===== config.mk =====
export PLATFORM = sky130hd
export DESIGN_NAME = sv32_page_table_walker_flat
export DESIGN_NICKNAME = d
export VERILOG_FILES = /design/src/hw/rtl/sv32ptw_pkg.sv /design/src/hw/rtl/sv32ptw_if.sv /design/src/hw/rtl/sv32ptw_walk.sv /design/src/hw/rtl/sv32_page_table_walker.sv /design/src/flat_wrapper.sv
export VERILOG_INCLUDE_DIRS = /design/src /design/src/hw/rtl
export SDC_FILE = /design/constraint.sdc
export NUM_CORES = 1
export LEC_CHECK = 0
export BUFFER_PORTS_ARGS = -buffer_cell sky130_fd_sc_hd__buf_2
export CORE_UTILIZATION = 50
export CTS_BUF_LIST = sky130_fd_sc_hd__clkbuf_4 sky130_fd_sc_hd__clkbuf_8
export CTS_CLUSTER_DIAMETER = 80
export DETAILED_ROUTE_END_ITERATION = 12
export GPL_TIMING_DRIVEN = 0
export PLACE_DENSITY = 0.82
export SLEW_MARGIN = 25
export SYNTH_ARGS = -nofsm -noshare
export SYNTH_HDL_FRONTEND = slang
export SYNTH_SLANG_ARGS = --single-unit

===== constraint.sdc =====
create_clock -name i_clk -period 4.3 [get_ports i_clk]
set_input_delay 0.215 -clock i_clk [delete_from_list [all_inputs] [get_ports i_clk]]
set_output_delay 0.215 -clock i_clk [all_outputs]
set_load 0.02 [all_outputs]

===== src/hw/rtl/sv32_page_table_walker_assert.svh =====
// ----------------------------------------------------------------------------
// Sv32 page table walker assertion macros
// Shared concurrent assertion forms, synchronous active-low reset.
// ----------------------------------------------------------------------------
`ifndef SV32_PAGE_TABLE_WALKER_ASSERT_SVH
`define SV32_PAGE_TABLE_WALKER_ASSERT_SVH

// Same-cycle implication.
`define SV32PTW_ASSERT_NOW(label, clk, rst_n, ante, cons) \
    label: assert property (@(posedge clk) disable iff (!(rst_n)) (ante) |-> (cons)) \
        else $error("sv32ptw: assertion failed");

// Next-cycle implication.
`define SV32PTW_ASSERT_NEXT(label, clk, rst_n, ante, cons) \
    label: assert property (@(posedge clk) disable iff (!(rst_n)) (ante) |=> (cons)) \
        else $error("sv32ptw: assertion failed");

`endif


===== src/hw/rtl/sv32ptw_pkg.sv =====
// ----------------------------------------------------------------------------
// sv32ptw_pkg
// Types and constants of the Sv32 page table walker.
// ----------------------------------------------------------------------------
`default_nettype none

package sv32ptw_pkg;

    localparam int unsigned VA_W    = 32;
    localparam int unsigned PA_W    = 34;
    localparam int unsigned PPN_W   = 22;
    localparam int unsigned VPN_W   = 10;
    localparam int unsigned PRIV_W  = 2;
    localparam int unsigned ENTRY_W = 32;

    // item codes
    localparam logic FUNC_REQ  = 1'b0;
    localparam logic FUNC_RSP  = 1'b1;
    localparam logic KIND_READ = 1'b0;
    localparam logic KIND_DONE = 1'b1;

    localparam logic [PRIV_W-1:0] PRIV_USER = 2'd0;

    // PTE bit positions
    localparam int unsigned PTE_V = 0;
    localparam int unsigned PTE_R = 1;
    localparam int unsigned PTE_W = 2;
    localparam int unsigned PTE_X = 3;
    localparam int unsigned PTE_U = 4;
    localparam int unsigned PTE_A = 6;
    localparam int unsigned PTE_D = 7;
    localparam int unsigned PTE_PPN_LSB = 10;

    typedef enum logic [1:0] {
        PH_IDLE = 2'd0,
        PH_L1   = 2'd1,
        PH_L2   = 2'd2
    } t_phase;

    typedef struct packed {
        logic               func;
        logic [VA_W-1:0]    virt_addr;
        logic               is_read;
        logic               is_write;
        logic               is_exec;
        logic               trans_on;
        logic [PRIV_W-1:0]  privilege;
        logic [PPN_W-1:0]   root_ppn;
        logic [ENTRY_W-1:0] entry_word;
    } t_item;

    typedef struct packed {
        logic               kind;
        logic [PA_W-1:0]    read_addr;
        logic [PA_W-1:0]    phys_addr;
        logic               fault;
    } t_result;

endpackage

`default_nettype wire


===== src/hw/rtl/sv32ptw_if.sv =====
// ----------------------------------------------------------------------------
// sv32ptw_if
// Valid/ready channels of the walker: request in, result out.
// ----------------------------------------------------------------------------
`default_nettype none

interface sv32ptw_in_if;
    logic        valid;
    logic        ready;
    logic        func;
    logic [31:0] virt_addr;
    logic        is_read;
    logic        is_write;
    logic        is_exec;
    logic        trans_on;
    logic [1:0]  privilege;
    logic [21:0] root_ppn;
    logic [31:0] entry_word;

    modport source (
        output valid, func, virt_addr, is_read, is_write, is_exec, trans_on,
               privilege, root_ppn, entry_word,
        input  ready
    );
    modport sink (
        input  valid, func, virt_addr, is_read, is_write, is_exec, trans_on,
               privilege, root_ppn, entry_word,
        output ready
    );
endinterface

interface sv32ptw_out_if;
    logic        valid;
    logic        ready;
    logic        kind;
    logic [33:0] read_addr;
    logic [33:0] phys_addr;
    logic        fault;

    modport source (
        output valid, kind, read_addr, phys_addr, fault,
        input  ready
    );
    modport sink (
        input  valid, kind, read_addr, phys_addr, fault,
        output ready
    );
endinterface

`default_nettype wire


===== src/hw/rtl/sv32ptw_walk.sv =====
// ----------------------------------------------------------------------------
// sv32ptw_walk
// Walk state and the one-step decision for a request or memory response.
// ----------------------------------------------------------------------------
`default_nettype none
`include "sv32_page_table_walker_assert.svh"

module sv32ptw_walk
    import sv32ptw_pkg::*;
(
    input  wire logic    i_clk,
    input  wire logic    i_rst_n,
    input  wire logic    i_step,
    input  wire t_item   i_item,
    output t_result      o_result
);

    t_phase            r_phase,  n_phase;
    logic [VA_W-1:0]   r_vaddr,  n_vaddr;
    logic [2:0]        r_access, n_access;
    logic [PRIV_W-1:0] r_priv,   n_priv;

    logic [ENTRY_W-1:0] e;
    logic [PPN_W-1:0]   ppn;
    logic               v, r, w, x;

    function automatic t_result leaf_check(
        input logic [ENTRY_W-1:0] pte,
        input logic [2:0]         acc,
        input logic [PRIV_W-1:0]  priv,
        input logic [PA_W-1:0]    paddr
    );
        t_result res;
        logic    rd, wr, ex, bad;
        rd  = acc[0];
        wr  = acc[1];
        ex  = acc[2];
        bad = !pte[PTE_A] || (!pte[PTE_D] && wr)
            || (priv == PRIV_USER && !pte[PTE_U])
            || (rd && !pte[PTE_R] && !pte[PTE_X])   // load on exec-only page is ok
            || (ex && !pte[PTE_X])
            || (wr && !pte[PTE_W]);
        res           = '0;
        res.kind      = KIND_DONE;
        res.fault     = bad;
        res.phys_addr = bad ? '0 : paddr;
        return res;
    endfunction

    assign e   = i_item.entry_word;
    assign ppn = e[ENTRY_W-1:PTE_PPN_LSB];
    assign v   = e[PTE_V];
    assign r   = e[PTE_R];
    assign w   = e[PTE_W];
    assign x   = e[PTE_X];

    always_comb begin
        n_phase  = r_phase;
        n_vaddr  = r_vaddr;
        n_access = r_access;
        n_priv   = r_priv;
        o_result = '0;
        if (i_item.func == FUNC_REQ) begin
            if (!i_item.trans_on) begin
                n_phase            = PH_IDLE;
                o_result.kind      = KIND_DONE;
                o_result.phys_addr = {2'b00, i_item.virt_addr};
            end else begin
                n_phase            = PH_L1;
                n_vaddr            = i_item.virt_addr;
                n_access           = {i_item.is_exec, i_item.is_write, i_item.is_read};
                n_priv             = i_item.privilege;
                o_result.kind      = KIND_READ;
                o_result.read_addr = {i_item.root_ppn, i_item.virt_addr[31:22], 2'b00};
            end
        end else begin
            n_phase        = PH_IDLE;
            o_result.kind  = KIND_DONE;
            o_result.fault = 1'b1;
            case (r_phase)
                PH_L1: begin
                    if (!v || (!r && w)) begin
                        o_result.fault = 1'b1;
                    end else if (r || x) begin
                        // superpage must be 4 MiB aligned
                        if (ppn[VPN_W-1:0] != '0) begin
                            o_result.fault = 1'b1;
                        end else begin
                            o_result = leaf_check(e, r_access, r_priv,
                                                  {ppn[PPN_W-1:VPN_W], r_vaddr[21:0]});
                        end
                    end else begin
                        n_phase            = PH_L2;
                        o_result           = '0;
                        o_result.kind      = KIND_READ;
                        o_result.read_addr = {ppn, r_vaddr[21:12], 2'b00};
                    end
                end
                PH_L2: begin
                    if (!v || (!r && w) || (!r && !x)) begin
                        o_result.fault = 1'b1;
                    end else begin
                        o_result = leaf_check(e, r_access, r_priv, {ppn, r_vaddr[11:0]});
                    end
                end
                default: begin
                    o_result.fault = 1'b1;
                end
            endcase
        end
    end

    always_ff @(posedge i_clk) begin
        if (!i_rst_n) begin
            r_phase  <= PH_IDLE;
            r_vaddr  <= '0;
            r_access <= '0;
            r_priv   <= '0;
        end else if (i_step) begin
            r_phase  <= n_phase;
            r_vaddr  <= n_vaddr;
            r_access <= n_access;
            r_priv   <= n_priv;
        end
    end

    `SV32PTW_ASSERT_NEXT(a_req_starts_walk, i_clk, i_rst_n,
        i_step && i_item.func == FUNC_REQ && i_item.trans_on, r_phase == PH_L1)
    `SV32PTW_ASSERT_NEXT(a_phase_holds, i_clk, i_rst_n,
        !i_step, $stable(r_phase) && $stable(r_vaddr))
    `SV32PTW_ASSERT_NOW(a_idle_rsp_faults, i_clk, i_rst_n,
        i_item.func == FUNC_RSP && r_phase == PH_IDLE, o_result.fault)
    `SV32PTW_ASSERT_NOW(a_fault_no_addr, i_clk, i_rst_n,
        o_result.fault, o_result.kind == KIND_DONE && o_result.phys_addr == '0)

endmodule

`default_nettype wire


===== src/hw/rtl/sv32_page_table_walker.sv =====
// ----------------------------------------------------------------------------
// sv32_page_table_walker
// Two-level Sv32 translation walker with registered input and result stages.
// ----------------------------------------------------------------------------
// Usage:
//   i_req carries translate requests (func 0) and memory read responses
//   (func 1, entry word in entry_word). o_rsp carries one result per item:
//   a memory read request for the next page table entry (kind 0, read_addr)
//   or a finished translation (kind 1, phys_addr, fault).
//   The caller returns the entry for each read request as a func 1 item.
//   A new translate request in the middle of a walk drops that walk.
// Timing:
//   An item is taken into the input register and decided there; its result is
//   registered into the output register and appears on o_rsp. One item per
//   cycle is sustained while o_rsp.ready stays high; the walk state updates in
//   the same step as the decision.
// Reset: i_rst_n low clears both stage valids and returns the walk to idle.
// Stall: while o_rsp.ready is low the result holds; one more item waits in
//   the input register, after which i_req.ready drops.
// ----------------------------------------------------------------------------
`default_nettype none

module sv32_page_table_walker
    import sv32ptw_pkg::*;
(
    input  wire logic      i_clk,
    input  wire logic      i_rst_n,
    sv32ptw_in_if.sink     i_req,
    sv32ptw_out_if.source  o_rsp
);

    logic    r_in_valid;
    t_item   r_in_item;
    logic    r_out_valid;
    t_result r_out;
    t_result walk_result;
    logic    advance;
    logic    in_take;

    assign advance     = r_in_valid && (!r_out_valid || o_rsp.ready);
    assign i_req.ready = !r_in_valid || advance;
    assign in_take     = i_req.valid && i_req.ready;

    always_ff @(posedge i_clk) begin
        if (!i_rst_n) begin
            r_in_valid <= 1'b0;
        end else if (i_req.ready) begin
            r_in_valid <= i_req.valid;
        end
    end

    always_ff @(posedge i_clk) begin
        if (in_take) begin
            r_in_item.func       <= i_req.func;
            r_in_item.virt_addr  <= i_req.virt_addr;
            r_in_item.is_read    <= i_req.is_read;
            r_in_item.is_write   <= i_req.is_write;
            r_in_item.is_exec    <= i_req.is_exec;
            r_in_item.trans_on   <= i_req.trans_on;
            r_in_item.privilege  <= i_req.privilege;
            r_in_item.root_ppn   <= i_req.root_ppn;
            r_in_item.entry_word <= i_req.entry_word;
        end
    end

    sv32ptw_walk u_walk (
        .i_clk    (i_clk),
        .i_rst_n  (i_rst_n),
        .i_step   (advance),
        .i_item   (r_in_item),
        .o_result (walk_result)
    );

    always_ff @(posedge i_clk) begin
        if (!i_rst_n) begin
            r_out_valid <= 1'b0;
        end else if (advance) begin
            r_out_valid <= 1'b1;
        end else if (o_rsp.ready) begin
            r_out_valid <= 1'b0;
        end
    end

    always_ff @(posedge i_clk) begin
        if (advance) begin
            r_out <= walk_result;
        end
    end

    assign o_rsp.valid     = r_out_valid;
    assign o_rsp.kind      = r_out.kind;
    assign o_rsp.read_addr = r_out.read_addr;
    assign o_rsp.phys_addr = r_out.phys_addr;
    assign o_rsp.fault     = r_out.fault;

endmodule

`default_nettype wire

===== src/flat_wrapper.sv =====
// flat-port wrapper written by rule: the top's interface ports become plain ports
module sv32_page_table_walker_flat import sv32ptw_pkg::*;
  (i_clk, i_rst_n, i_req_valid, i_req_func, i_req_virt_addr, i_req_is_read, i_req_is_write, i_req_is_exec, i_req_trans_on, i_req_privilege, i_req_root_ppn, i_req_entry_word, i_req_ready, o_rsp_valid, o_rsp_kind, o_rsp_read_addr, o_rsp_phys_addr, o_rsp_fault, o_rsp_ready);
  sv32ptw_in_if i_req_i ();
  sv32ptw_out_if o_rsp_i ();
  input  wire logic i_clk;
  input  wire logic i_rst_n;
  input wire logic [$bits(i_req_i.valid)-1:0] i_req_valid;
  input wire logic [$bits(i_req_i.func)-1:0] i_req_func;
  input wire logic [$bits(i_req_i.virt_addr)-1:0] i_req_virt_addr;
  input wire logic [$bits(i_req_i.is_read)-1:0] i_req_is_read;
  input wire logic [$bits(i_req_i.is_write)-1:0] i_req_is_write;
  input wire logic [$bits(i_req_i.is_exec)-1:0] i_req_is_exec;
  input wire logic [$bits(i_req_i.trans_on)-1:0] i_req_trans_on;
  input wire logic [$bits(i_req_i.privilege)-1:0] i_req_privilege;
  input wire logic [$bits(i_req_i.root_ppn)-1:0] i_req_root_ppn;
  input wire logic [$bits(i_req_i.entry_word)-1:0] i_req_entry_word;
  output wire logic [$bits(i_req_i.ready)-1:0] i_req_ready;
  output wire logic [$bits(o_rsp_i.valid)-1:0] o_rsp_valid;
  output wire logic [$bits(o_rsp_i.kind)-1:0] o_rsp_kind;
  output wire logic [$bits(o_rsp_i.read_addr)-1:0] o_rsp_read_addr;
  output wire logic [$bits(o_rsp_i.phys_addr)-1:0] o_rsp_phys_addr;
  output wire logic [$bits(o_rsp_i.fault)-1:0] o_rsp_fault;
  input wire logic [$bits(o_rsp_i.ready)-1:0] o_rsp_ready;
  assign i_req_i.valid = i_req_valid;
  assign i_req_i.func = i_req_func;
  assign i_req_i.virt_addr = i_req_virt_addr;
  assign i_req_i.is_read = i_req_is_read;
  assign i_req_i.is_write = i_req_is_write;
  assign i_req_i.is_exec = i_req_is_exec;
  assign i_req_i.trans_on = i_req_trans_on;
  assign i_req_i.privilege = i_req_privilege;
  assign i_req_i.root_ppn = i_req_root_ppn;
  assign i_req_i.entry_word = i_req_entry_word;
  assign i_req_ready = i_req_i.ready;
  assign o_rsp_valid = o_rsp_i.valid;
  assign o_rsp_kind = o_rsp_i.kind;
  assign o_rsp_read_addr = o_rsp_i.read_addr;
  assign o_rsp_phys_addr = o_rsp_i.phys_addr;
  assign o_rsp_fault = o_rsp_i.fault;
  assign o_rsp_i.ready = o_rsp_ready;
  sv32_page_table_walker u_core (.i_clk(i_clk), .i_rst_n(i_rst_n), .i_req(i_req_i), .o_rsp(o_rsp_i));
endmodule

==> results of run 1 <==
-- report_power, final --
group / total (mW) / leakage [nW] / switching (mW) / internal [mW]
logic: 0.309 / 1.56 / 0.162 / 0.146
registers: 2.13 / 1.77 / 0.0438 / 2.08
clock network: 1.17 / 0.198 / 0.590 / 0.584
-- routing by layer --
metal,up-vias,share of wire (%),global-route usage (%)
met5,-,0,0
met2,241,52,42.8
met3,29,6.6,5.05
met1,2390,40,29.9
met4,0,2.2,8.18
li1,2248,-,-
-- through the flow --
stage	setup slack, ns	hold slack [ns]
after floorplan	0.978	0.314
after global placement	0.432	0.392
after detailed placement	2.25	0.393
after CTS	2.22	0.0427
after global routing	2.04	0.0509
final	2.13	0.0688
-- logic make-up (layout without fill, tap and decap cells) --
group                    count (synthesis)  after routing
other                                    1              3
AND/OR/NAND/NOR                        112            112
AO/OA/AOI/OAI                          112            112
adder cells (fa/ha/maj)                  2              2
flip-flops                             189            189
buffers and inverters                   31            319
-- state kept, by name, indices dropped and copies added, names as in the netlist --
signal	flops
u_core.r_in_valid	1
u_core.o_rsp.kind	1
u_core.o_rsp.read_addr	32
u_core.o_rsp.valid	1
u_core.u_walk.r_phase	2
u_core.o_rsp.fault	1
u_core.u_walk.r_vaddr	22
u_core.r_in_item	90
u_core.u_walk.r_access	3
u_core.o_rsp.phys_addr	34
u_core.u_walk.r_priv	2
-- cell usage after synthesis, drive strengths merged, types with 2 or more instances --
library cell,count,area [sq um]
a22o,52,455
nor3,2,10.0
nor2,4,15.0
a32o,2,20.0
nor4,2,42.5
and2,2,12.5
o21ai,10,50.1
nor2b,16,100
a22oi,10,75.1
and3,3,18.8
nand3,3,15.0
nand2,73,274
clkbuf,12,45.0
nand2b,2,12.5
ha,2,25.0
a21oi,3,15.0
buf,14,87.6
a21boi,28,210
inv,5,18.8
dfxtp,31,621
edfxtp,158,4740
-- layout make-up --
class,count,area (sq um),area share [%]
diodes,1,2.50,0.0266
multi-input cells,228,1510,16.0
plain buffers,26,133,1.41
inverters,5,21.3,0.226
flip-flops and latches,189,5370,56.9
repair buffers,256,1770,18.8
well taps,176,220,2.34
clock inverters,7,91.3,0.969
clock buffers,25,307,3.25
-- worst register-to-register path, cell delays in order, from the launching register on --
cell      delay, ns
edfxtp_1       0.45
or4b_1         0.64
nor2_1         0.38
buf_2          0.35
a22o_1         0.21
-- path summary, 6_finish.rpt --
check	from	to	slack, ns	cells after the start
max	u_core.r_in_item[1]$_DFFE_PP_	u_core.o_rsp.read_addr[23]$_DFFE_PP_	2.13	4
min	i_rst_n	u_core.u_walk.r_vaddr[16]$_SDFFE_PN0P_	0.07	2
max reg2reg	u_core.r_in_item[1]$_DFFE_PP_	u_core.o_rsp.read_addr[23]$_DFFE_PP_	2.13	4
min reg2reg	u_core.u_walk.r_vaddr[0]$_SDFFE_PN0P_	u_core.u_walk.r_vaddr[0]$_SDFFE_PN0P_	0.47	2
==> summary.md, run 1 <==
| Metric | Value |
|---|---|
| Worst-path fanout max | `10` |
| Syn-to-layout area delta | `34.2%` |
| Syn avg cell area | `~16 sq um` |
| Required time of the critical path | `4.62 ns` |
| Async SR Flop Fraction | `0%` |
| CTS resizes | `0` |
| Register bit count reported by yosys | `between 150 and 200` |
| Hold-fix buffers at CTS | `around 90` |
| Max Cap Violations | `0` |
| Ys flop type | `edfxtp_1` |
| Largest net degree at the start of global routing | `between 50 and 60` |
| Routed Antenna Nets | `0` |
| Final nets | `a little over 800` |
| Tmin final | `between 2 and 2.5 ns` |
| Core footprint | `around 13000 sq um` |
| Slowest CP cell | `or4b_1` |
| Inserted Clock Buffers | `17` |
| Die area | `approximately 15000 sq um` |
| # rows | `42` |
| Number of H-tree levels | `4` |
| HPWL Detailed | `10600 um` |
| Slew margin rel. | `between 50% and 60%` |
| Worst vdd ir | `~0.00024 V` |
| Final core occ | `between 70% and 80%` |
| Vias in the first global route | `between 4000 and 5000` |
| Max Fclk | `about 460 MHz` |
| Multiplexer area fraction after synthesis | `0%` |
| Compound-gate portion of the synthesized area | `around an eighth` |
| Setup Skew | `~0.018 ns` |
| IO Pins | `about 170` |
| Nature of the critical path endpoint | `flop` |
| Synth warnings | `0` |
| Crit Path Class | `reg -> reg` |
| Tot GR Track Use | `roughly a quarter` |
| CP arrival | `around 2.5 ns` |
| CP cell instances | `or4b_1 > nor2_1 > buf_2 > a22o_1` |
| CTS tree | `done` |
| # setup viols final | `0` |
| Final WL | `between 15000 and 20000 um` |
| Post-synthesis sequential area ratio | `roughly three quarters` |
| Unrepaired setup endpoints after global routing | `false` |
| Max Slew Vio Count | `0` |
| Final period utilization | `between 50% and 60%` |
| Post-synthesis adder-cell area fraction | `less than 1%` |
| Routability cong. | `0.807` |
| Worst Tran Pin Value | `a little over 0.6 ns` |
| Status | `finished, final reports clean` |
| Insertion delay to the later sink of the worst-skew pair | `0.47 ns` |
| Synthesized area | `roughly 7000 sq um` |
| DR iter-0 viols | `around 500` |
| Setup bufs post-CTS | `0` |
| Root buf cell | `clkbuf_8` |
| Initial Utilization | `a little over half` |
| PortBufs | `163` |
| Final hold violation count | `0` |
| Largest family of logic cells by synthesized area | `compound AO/OA/AOI/OAI gates` |
| CTS Sinks | `about 190` |
| Library cells used by synthesis | `37` |
| Cells after DPL | `a little under 800` |
| Residual DRC | `0` |
| Fin area | `9420 sq um` |
| Synth Area in Simple Gates | `8.04%` |
| Die X | `between 100 and 150 um` |
| Via/cell ratio | `around 5.4` |
| Clock Pin Slew Worst Setup and Hold Paths | `about 0.090 ns` |
| Layout cells sized above 1 | `between 20% and 30%` |
| Crit-path leading delay family | `simple AND/OR/NAND/NOR gates` |
| Most frequent cells in the layout | `170 x buf_2, 158 x edfxtp_1, 91 x dlygate4sd3_1` |
| WP buf/inv | `1` |
| Drt wl/cell | `~19 um` |
| Mapped Cells | `about 450` |
| Antenna violations before repair | `1` |
| First-pass GRT wire length | `25900 um` |
| Clock tree buffer depth | `2` |
| Post-DP Area | `8110 sq um` |
| CP max stage delay | `roughly 0.64 ns` |
| Routed vias | `approximately 4900` |
| Die height | `120 um` |
| Total power | `~3.6 mW` |
| Layout Cells excl Fill | `913` |
| Min-Delay Path Class | `in -> reg` |
| Pwr dens | `roughly 380 nW/um^2` |
| Most common cell after layout, fill and taps aside | `buf_2` |
| EDFF count, synth | `~160` |
| Fin Setup TNS | `0 ns` |
| P_leak | `3.53 nW` |
| GRT overflow | `0` |
| CP Launch Type | `flop` |
| Post-Synth XOR/XNOR Area | `0%` |
| Fill count | `~890` |
| DRT Pass-1 Iters | `5` |
Power figures use the tool's default switching activity.
==> inputs of run 2 (changes only) <==
PLACE_DENSITY = 0.85   (was 0.82)
clock period = 1.8 ns   (was 4.3 ns; I/O delays follow)
==> summary.md, run 2 (synthesized netlist as in run 1, its figures left out) <==
| Metric | Value |
|---|---|
| PortBufs | `between 150 and 200` |
| Die X | `120 um` |
| Via/cell ratio | `5.51` |
| GRT overflow | `0` |
| Slowest CP cell | `edfxtp_1` |
| Most common cell after layout, fill and taps aside | `buf_2` |
| Clock Pin Slew Worst Setup and Hold Paths | `about 0.10 ns` |
| P_leak | `about 3.7 nW` |
| Required time of the critical path | `2.13 ns` |
| CP max stage delay | `0.47 ns` |
| Vias in the first global route | `~5300` |
| Reg-to-reg endpoint | `u_core.o_rsp.phys_addr[25]$_DFFE_PP_` |
| Worst setup margin | `-0.215 ns` |
| GR Util met3 | `5.47%` |
| Antenna violations before repair | `0` |
| Max Fclk | `roughly 500 MHz` |
| CP arrival | `about 2.3 ns` |
| Syn-to-layout area delta | `38.5%` |
| CP cell instances | `nor4_4 > a41oi_2 > and4bb_1 > buf_6 > a22o_1` |
| Drt wl/cell | `20.6 um` |
| Dpl ws | `-0.195 ns` |
| Routability cong. | `slightly above 0.8` |
| CTS tree | `done` |
| Max Slew Vio Count | `0` |
| Worst Tran Pin Value | `0.617 ns` |
| Met1 usage | `31.3%` |
| R2R depth | `5` |
| Crit Path Class | `reg -> reg` |
| GR peak layer | `met2` |
| Setup Skew | `0.0180 ns` |
| First-pass GRT wire length | `~28000 um` |
| Ant diodes | `0` |
| Insertion delay to the later sink of the worst-skew pair | `0.47 ns` |
| Fin area | `just under 10000 sq um` |
| Final nets | `~840` |
| Worst hold start | `i_req_virt_addr[24]` |
| Nature of the critical path endpoint | `flop` |
| Min-Delay Path Class | `in -> reg` |
| Worst vdd ir | `roughly 0.00056 V` |
| Routed Antenna Nets | `0` |
| HPWL Detailed | `around 11000 um` |
| Most frequent cells in the layout | `164 x buf_2, 158 x edfxtp_1, 93 x dlygate4sd3_1` |
| Post-DP Area | `8150 sq um` |
| Inserted Clock Buffers | `17` |
| Final period utilization | `112%` |
| R2R setup slack | `-0.22 ns` |
| Residual DRC | `0` |
| CP Launch Type | `flop` |
| Die height | `around 120 um` |
| Core footprint | `13500 sq um` |
| Max Cap Violations | `0` |
| Routed vias | `5142` |
| Failing checks | `negative setup slack` |
| Final hold violation count | `0` |
| Worst-path fanout max | `10` |
| Unrepaired setup endpoints after global routing | `true` |
| Worst hold slack | `between 0.3 and 0.4 ns` |
| Pwr dens | `slightly below 900 nW/um^2` |
| Initial Utilization | `a little over half` |
| Fin Setup TNS | `-5.43 ns` |
| # rows | `42` |
| CTS Sinks | `~190` |
| Flip-flop count of the largest register after layout | `90` |
| Slew margin rel. | `about three fifths` |
| IO Pins | `~170` |
| R2R Path Start | `u_core.r_in_item[16]$_DFFE_PP_` |
| Root buf cell | `clkbuf_8` |
| DRT Pass-1 Iters | `5` |
| Tmin final | `roughly 2.0 ns` |
| Hold EP | `u_core.r_in_item[84]$_DFFE_PP_` |
| Clock tree buffer depth | `2` |
| Largest net degree at the start of global routing | `49` |
| Met2 Use GR | `49.1%` |
| Largest Register | `u_core.r_in_item` |
| Die area | `14500 sq um` |
| Layout cells sized above 1 | `~33%` |
| WP buf/inv | `1` |
| Final WL | `approximately 19000 um` |
| Layout Cells excl Fill | `between 900 and 1000` |
| Tot GR Track Use | `27.1%` |
| Crit-path leading delay family | `simple AND/OR/NAND/NOR gates` |
| Status | `complete, but fails checks` |
| DR iter-0 viols | `around 500` |
| # setup viols final | `56` |
| Number of H-tree levels | `4` |
| Hold path cells | `2` |
| Cells after DPL | `790` |
==> run 2: cell types whose count changed in the layout (fill, tap and decap cells not counted), moves of 2 or more <==
| cell | before | now |
|---|---|---|
| buf_12 | 1 | 3 |
| clkbuf_1 | 12 | 10 |
| buf_2 | 170 | 164 |
| dlygate4sd3_1 | 91 | 93 |
| clkbuf_2 | 0 | 2 |
| o21ai_2 | 0 | 3 |
| nand2_1 | 73 | 71 |
| dfxtp_1 | 31 | 29 |
| buf_4 | 5 | 16 |
| clkinvlp_4 | 3 | 5 |
| clkbuf_8 | 19 | 17 |
| buf_6 | 1 | 11 |
| o21ai_1 | 10 | 7 |
==> run 2: how the worst max path moves through the flow <==
stage | start | endpoint | slack (ns) | depth (start not counted)
after floorplan | u_core.o_rsp.valid$_SDFFE_PN0P_ | u_core.o_rsp.fault$_SDFFCE_PN0P_ | -0.09 | 3
after global placement | u_core.o_rsp.valid$_SDFFE_PN0P_ | u_core.o_rsp.read_addr[29]$_DFFE_PP_ | -0.56 | 3
after detailed placement | u_core.r_in_item[16]$_DFFE_PP_ | u_core.o_rsp.phys_addr[7]$_DFFE_PP_ | -0.19 | 5
after CTS | u_core.r_in_item[19]$_DFFE_PP_ | u_core.o_rsp.phys_addr[6]$_DFFE_PP_ | -0.14 | 5
after global routing | u_core.r_in_item[16]$_DFFE_PP_ | u_core.o_rsp.phys_addr[25]$_DFFE_PP_ | -0.23 | 5
final | u_core.r_in_item[16]$_DFFE_PP_ | u_core.o_rsp.phys_addr[25]$_DFFE_PP_ | -0.22 | 5
==> run 2: area by class of cell <==
type                            instances  area [sq um]
Buffer                                 25           176
Clock inverter                         11           120
Inverter                                5          22.5
Sequential cell                       189          5370
Timing Repair Buffer                  277          1960
Tap cell                              176           220
Clock buffer                           21           264
Multi-Input combinational cell        229          1590
Fill cell                             844          3730
==> run 2: routing by layer <==
metal / part of all wire, % / wire (um) / up-vias
met5: 0 / 0 / -
met4: 3.4 / 650 / 0
met3: 7.2 / 1380 / 44
met2: 54 / 10300 / 275
met1: 36 / 6860 / 2522
li1: - / - / 2301
==> run 2: timing repair <==
action	4_1_cts	5_1_grt
hold endpoints to repair	93	0
buffers inserted	9	6
resized for setup	20	21
pin swaps	7	16
cloned	1	3
setup endpoints to repair	131	111
hold buffers	93	0
==> run 2: power by group <==
group          leakage [nW]  switching [mW]  total, mW  internal (mW)
registers              1.77           0.106       5.08           4.98
logic                  1.71           0.419      0.797          0.378
clock network         0.185            1.47       2.76           1.29
total                  3.66            2.00       8.64           6.64
==> run 2: through the flow <==
| step | total power, mW | util [%] |
|---|---|---|
| finish | 8.64 | 72.3 |
| global route | 8.88 | 72.3 |
| CTS | 8.59 | 71.4 |
| detailed placement | 5.76 | 60.6 |
| global placement | 5.71 | 60.1 |
| floorplan | 5.46 | - |
